$ cat src/sv/otte_pkg.sv
// ============================================================================
// otte_pkg: shared types and constants for the one-time ticket table
// Request and result payloads, the token that walks the cell chain, and
// the command broadcast from the controller to every cell.
// ============================================================================
package otte_pkg;

    localparam int KEY_MAX = 64;   // widest ticket key
    localparam int ID_MAX = 32;    // widest match or player identifier
    localparam int TIME_W = 48;
    localparam int IDX_W = 6;      // slot index, enough for the largest table
    localparam int CNT_W = 7;      // slot count, can hold the largest table size
    localparam int LIFE_W = 32;

    localparam int DEF_ROOM_CAPACITY = 24;
    localparam int DEF_KEY_BITS = 64;
    localparam int DEF_ID_BITS = 32;

    localparam int MIN_COUNT = 2;
    localparam logic [LIFE_W-1:0] LIFETIME_RESET = 32'd10000;

    typedef enum logic [1:0] {
        REQ_LOAD = 2'd0,
        REQ_CONSUME = 2'd1,
        REQ_PURGE = 2'd2
    } req_type_t;

    typedef enum logic [3:0] {
        RS_PENDING = 4'd0,
        RS_LOADED = 4'd1,
        RS_ALREADY = 4'd2,
        RS_BAD_COUNT = 4'd3,
        RS_DUPLICATE = 4'd4,
        RS_ACCEPTED = 4'd5,
        RS_USED = 4'd6,
        RS_NOT_FOUND = 4'd7,
        RS_EXPIRED = 4'd8,
        RS_MISMATCH = 4'd9,
        RS_PURGED = 4'd10,
        RS_NONE_PURGED = 4'd11
    } res_status_t;

    typedef enum logic [1:0] {
        SLOT_EMPTY = 2'd0,
        SLOT_LIVE = 2'd1,
        SLOT_USED = 2'd2
    } slot_state_t;

    typedef enum logic [1:0] {
        MODE_NONE = 2'd0,
        MODE_CONS = 2'd1,
        MODE_DUP = 2'd2,
        MODE_MIN = 2'd3
    } tok_mode_t;

    typedef enum logic [2:0] {
        CMD_NOP = 3'd0,
        CMD_WRITE = 3'd1,
        CMD_COMMIT = 3'd2,
        CMD_ERASE = 3'd3,
        CMD_USE = 3'd4,
        CMD_MARK = 3'd5,
        CMD_UNPEND = 3'd6
    } cmd_op_t;

    typedef enum logic [1:0] {
        S_IDLE = 2'd0,
        S_CONS = 2'd1,
        S_DUP = 2'd2,
        S_MIN = 2'd3
    } state_t;

    typedef struct packed {
        logic [1:0] req_type;
        logic [KEY_MAX-1:0] ticket;
        logic [ID_MAX-1:0] match_id;
        logic [ID_MAX-1:0] player_id;
        logic [TIME_W-1:0] now;
        logic last;
    } req_t;

    typedef struct packed {
        res_status_t status;
        logic [ID_MAX-1:0] purged_player;
        logic end_of_run;
    } result_t;

    typedef struct packed {
        tok_mode_t mode;
        logic [KEY_MAX-1:0] key;
        logic [ID_MAX-1:0] match;
        logic [ID_MAX-1:0] player;
        logic [IDX_W-1:0] idx;
        logic [CNT_W-1:0] lim;
        logic hit;
        logic used_hit;
        logic dup;
        logic cap;
    } tok_t;

    typedef struct packed {
        cmd_op_t op;
        logic [IDX_W-1:0] idx;
        logic [CNT_W-1:0] count;
        logic [KEY_MAX-1:0] key;
        logic [ID_MAX-1:0] match;
        logic [ID_MAX-1:0] player;
    } cmd_t;

endpackage

$ cat src/sv/otte_cell.sv
// ============================================================================
// otte_cell: one slot of the ticket table
// Holds one entry and updates the token passing through it, one register
// per cell, so the token is registered at each slot as it crosses the chain.
// ============================================================================
module otte_cell #(
    parameter int INDEX = 0,
    parameter int KEY_BITS = otte_pkg::DEF_KEY_BITS,
    parameter int ID_BITS = otte_pkg::DEF_ID_BITS
) (
    input  logic             clk,
    input  logic             rst_n,
    input  otte_pkg::cmd_t   cmd,
    input  otte_pkg::tok_t   tin,
    output otte_pkg::tok_t   tout
);

    logic [KEY_BITS-1:0] key_reg;
    logic [ID_BITS-1:0] match_reg;
    logic [ID_BITS-1:0] player_reg;
    otte_pkg::slot_state_t status_reg;
    otte_pkg::slot_state_t status_next;
    logic pend_reg;
    logic pend_next;
    otte_pkg::tok_t tok_reg;
    otte_pkg::tok_t tok_next;

    logic is_me;
    logic below_n;
    logic [otte_pkg::IDX_W-1:0] my_idx;
    logic [otte_pkg::KEY_MAX-1:0] my_key;
    logic [otte_pkg::ID_MAX-1:0] my_match;
    logic [otte_pkg::ID_MAX-1:0] my_player;

    assign my_idx = otte_pkg::IDX_W'(INDEX);
    assign is_me = (cmd.idx == my_idx);
    assign below_n = (otte_pkg::CNT_W'(INDEX) < cmd.count);
    assign my_key = otte_pkg::KEY_MAX'(key_reg);
    assign my_match = otte_pkg::ID_MAX'(match_reg);
    assign my_player = otte_pkg::ID_MAX'(player_reg);

    always_ff @(posedge clk)
    begin
        if (cmd.op == otte_pkg::CMD_WRITE && is_me)
        begin
            key_reg <= cmd.key[KEY_BITS-1:0];
            match_reg <= cmd.match[ID_BITS-1:0];
            player_reg <= cmd.player[ID_BITS-1:0];
        end
    end

    always_comb
    begin
        status_next = status_reg;
        pend_next = pend_reg;
        case (cmd.op)
            otte_pkg::CMD_COMMIT:
            begin
                if (below_n)
                    status_next = otte_pkg::SLOT_LIVE;
            end
            otte_pkg::CMD_ERASE:
            begin
                if (is_me)
                    status_next = otte_pkg::SLOT_EMPTY;
            end
            otte_pkg::CMD_USE:
            begin
                if (is_me)
                    status_next = otte_pkg::SLOT_USED;
            end
            otte_pkg::CMD_MARK:
            begin
                // Expired live entries are erased at once and queued for reporting.
                if (status_reg == otte_pkg::SLOT_LIVE)
                begin
                    status_next = otte_pkg::SLOT_EMPTY;
                    pend_next = 1'b1;
                end
            end
            otte_pkg::CMD_UNPEND:
            begin
                if (is_me)
                    pend_next = 1'b0;
            end
            default:
            begin
            end
        endcase
    end

    always_comb
    begin
        tok_next = tin;
        case (tin.mode)
            otte_pkg::MODE_CONS:
            begin
                if (status_reg == otte_pkg::SLOT_USED && my_key == tin.key)
                    tok_next.used_hit = 1'b1;
                if (status_reg == otte_pkg::SLOT_LIVE && my_key == tin.key && !tin.hit)
                begin
                    tok_next.hit = 1'b1;
                    tok_next.idx = my_idx;
                    tok_next.match = my_match;
                    tok_next.player = my_player;
                end
            end
            otte_pkg::MODE_DUP:
            begin
                // The probe slot loads its entry; later slots of the set compare.
                if (my_idx == tin.idx)
                begin
                    tok_next.cap = 1'b1;
                    tok_next.key = my_key;
                    tok_next.player = my_player;
                end
                else if (tin.cap && otte_pkg::CNT_W'(INDEX) < tin.lim
                         && (my_key == tin.key || my_player == tin.player))
                begin
                    tok_next.dup = 1'b1;
                end
            end
            otte_pkg::MODE_MIN:
            begin
                if (pend_reg && (!tin.hit || my_player < tin.player))
                begin
                    tok_next.hit = 1'b1;
                    tok_next.idx = my_idx;
                    tok_next.player = my_player;
                end
            end
            default:
            begin
            end
        endcase
    end

    always_ff @(posedge clk or negedge rst_n)
    begin
        if (!rst_n)
        begin
            status_reg <= otte_pkg::SLOT_EMPTY;
            pend_reg <= 1'b0;
            tok_reg <= '0;
        end
        else
        begin
            status_reg <= status_next;
            pend_reg <= pend_next;
            tok_reg <= tok_next;
        end
    end

    assign tout = tok_reg;

endmodule

$ cat config.mk
export PLATFORM = sky130hd
export DESIGN_NAME = otte_cell
export DESIGN_NICKNAME = d
export VERILOG_FILES = /design/src/sv/otte_pkg.sv /design/src/sv/otte_cell.sv
export SDC_FILE = /design/constraint.sdc
export NUM_CORES = 1
export LEC_CHECK = 0
export ABC_AREA = 1
export BUFFER_PORTS_ARGS = -buffer_cell sky130_fd_sc_hd__buf_4
export CORE_AREA = 2 2 173 175
export DETAILED_ROUTE_END_ITERATION = 12
export DIE_AREA = 0 0 175 177
export GPL_ROUTABILITY_DRIVEN = 0
export GPL_TIMING_DRIVEN = 0
export PLACE_DENSITY = 0.71
export SKIP_CTS_REPAIR_TIMING = 1
export SYNTH_ARGS = -nofsm -noshare
export SYNTH_HDL_FRONTEND = slang
export SYNTH_SLANG_ARGS = --single-unit
$ cat constraint.sdc
create_clock -name clk -period 6.36 [get_ports clk]
set_clock_uncertainty 0.1 [all_clocks]
set_input_delay 0.636 -clock clk [delete_from_list [all_inputs] [get_ports clk]]
set_output_delay 0.636 -clock clk [all_outputs]
set_load 0.05 [all_outputs]
==> impl_metrics.json <==
{
  "status": "finished clean",
  "drive_gt1_share_pct": 29.0,
  "grt_pass1_wl_mm": 62.5,
  "cts_made_buffers": 30,
  "wl_met1_mm": 15.3,
  "yosysTopAreaCell": "edfxtp_1",
  "drc": 0,
  "fin_crit_ns": 2.80,
  "final_cell_mix": "438 x buf_4, 403 x nand2_1, 150 x dfrtp_1",
  "clock_latency_ns": 0.57,
  "cp-start-kind": "flop",
  "final_core_util_pct": 61.0,
  "drt_iter0_drc": 1192,
  "yosysTopAreaCellShare_pct": 30.1,
  "sw_frac_of_total_pct": 28.2,
  "ys_warn_count": 0,
  "multi_input_area_sq_um": 4450,
  "grt_max_degree": 81,
  "rsz0062_at_grt": "no",
  "crit_path_frequent_cell": "nand2_1",
  "clock_power_share_pct": 40.0,
  "peakVddDrop_mv": 0.211,
  "setup_ws_ns": 3.56,
  "start_util_pct": 43.7,
  "p_seq_share_pct": 41.8,
  "antenna_found_initial": 1,
  "hp-class": "input pin to flop",
  "crit_type": "flop to flop",
  "whs_ns": 0.0852,
  "largest_reg_flops": 147,
  "mostFrequentLayoutCell": "buf_4",
  "io_pins": 440,
  "dr_wl_met3_mm": 3.76,
  "clockBufferDepth": 3,
  "clk_pin_slew_ns": 0.06,
  "seqCellArea_sq_um": 7600,
  "wl_mm": 41.0,
  "worstPathCellList": "ha_1 -> nand4_1 -> nor3_1 -> and3_1 -> nand2_1 -> nand2_1 -> nand2_1 -> nand2_1 -> buf_2 -> nand2_1 -> nand3_1 -> nand4_1",
  "nets": 2107,
  "p_sw_mw": 1.33,
  "vias": 11400,
  "fin_setup_tns_ns": 0,
  "fillers": 2396,
  "syn_inst": 1299,
  "dieWidth_um": 175,
  "pre_cts_slack_ns": 3.03,
  "placementRows": 63,
  "async_reset_ff_share_pct": 54.0,
  "p_int_mw": 3.40,
  "cp.arrival_ns": 3.12,
  "crit_fanout": 10,
  "port_buffers": 439,
  "synth-edff-count": 128,
  "report.final.slew_viol_count": 0,
  "setup_viol": 0,
  "syn_area_sq_um": 12800,
  "place_inst": 2139,
  "worstSetupEndpointType": "flop",
  "vias_per_cell": 5.19,
  "coreArea_sq_um": 29200,
  "relSlewSlack_pct": 35.9,
  "top_layer": "met4",
  "dieArea_sq_um": 31000,
  "max-cap-violations": 0,
  "ys_seq_area_share_pct": 59.5,
  "fmax_mhz": 357,
  "cts-root-buf": "clkbuf_16",
  "dr_wl_met2_mm": 20.0,
  "syn_nets": 1624,
  "ys_top_cells_by_area": "edfxtp_1 30%, dfrtp_1 29%, nand2_1 12%",
  "dp_hpwl_mm": 31.4,
  "instances_no_fill": 2197,
  "leakage_nw": 8.53,
  "grt_pass1_vias": 11500,
  "post-route-period-util_pct": 44.0,
  "ant_nets": 0,
  "synth_area_per_cell_sq_um": 9.83,
  "crit_slowest_cell": "edfxtp_1",
  "wire_per_inst_um": 18.7,
  "yosysUniqueCellTypes": 33,
  "pwr_density_cell_nw_per_um2": 265,
  "combinationalPowerShare_pct": 18.2,
  "cts.sinks": 278,
  "cts_tree": "built",
  "critPathRequiredTime_ns": 6.67,
  "synth_seq_cells": 278,
  "grt_overflow_total": 0,
  "firstDrtPassIters": 6,
  "max_stage_delay_ns": 0.44,
  "worst_pin_slew_ns": 0.958,
  "fp.dieH_um": 177,
  "finalHoldViolCount": 0,
  "ys.flop_type": "dfrtp_1",
  "track_usage_pct": 26.2,
  "area_growth_syn_to_layout_pct": 39.7,
  "cts_htree_levels": 1
}
[stage by stage]
stage | power, mW | instance area (sq um)
global route | 4.89 | 17800
global placement | 2.85 | 16600
finish | 4.73 | 17800
detailed placement | 2.86 | 16700
CTS | 4.76 | 17800
floorplan | 2.48 | 12800
[final cells by class]
type	count	area share, %
inverters	136	2.86
repair buffers	451	19.4
plain buffers	56	1.26
flip-flops and latches	278	42.6
multi-input cells	829	25.0
clock buffers	32	4.36
clock inverters	24	1.80
well taps	390	2.73
diodes	1	0.0140
[power by group through the flow]
stage | Sequential [mW] | Combinational (mW) | Clock, mW
final | 1.98 | 0.861 | 1.89
after global routing | 1.98 | 0.917 | 1.99
after CTS | 1.98 | 0.854 | 1.93
after detailed placement | 2.01 | 0.852 | 0
after global placement | 2.01 | 0.835 | 0
after floorplan | 2.25 | 0.230 | 0
[worst max-delay path, delay by kind of cell (launching register included)]
family	cells	cell delay (ns)
buffers and inverters	1	0.31
flip-flops	1	0.44
AND/OR/NAND/NOR	10	1.45
adder cells (fa/ha/maj)	1	0.35
[cell families after synthesis]
family	count (synthesis)	share of synthesized area, %
DFF	278	59.5
AOI/OAI and AO/OA	85	4.13
and+or+nand+nor	632	21.2
muxes	40	3.53
adders and majority gates	32	3.14
buffers and inverters	192	5.76
xor gates and xnor gates	40	2.74
[cells in the mapped netlist (2+ instances only)]
cell        n
nand3_1   102
buf_1       8
buf_2      12
o21ai_1     3
nor4_1      5
mux2_1     40
inv_2       3
o21ai_0    27
edfxtp_1  128
xnor2_1    40
clkinv_1    2
nand2_1   403
ha_1       32
dfrtp_1   150
a21oi_1    16
nor2_1     47
nor3_1      4
o211ai_1   32
clkbuf_1   36
inv_1     131
nand4_1    66
[path summary, 6_finish.rpt]
check / from / end / slack [ns] / cells past startpoint
setup / recovery: my_player[26] / tout[36] / 3.56 / 12
hold / removal: tin[5] / tout[5] / 0.09 / 1
setup reg to reg: my_player[26] / tout[36] / 3.56 / 12
hold reg to reg: match_reg[16] / tout[65] / 0.34 / 2
max in group asynchronous: rst_n / tout[69] / 4.81 / 3
min in group asynchronous: rst_n / tout[125] / 0.53 / 2
[routing by layer]
metal / GRT usage [%] / vias to the layer above
met5: 0 / -
met2: 44.8 / 669
li1: - / 5305
met3: 6.38 / 131
met1: 31.7 / 5296
met4: 11.5 / 0
(Power assumes the default switching activity.)
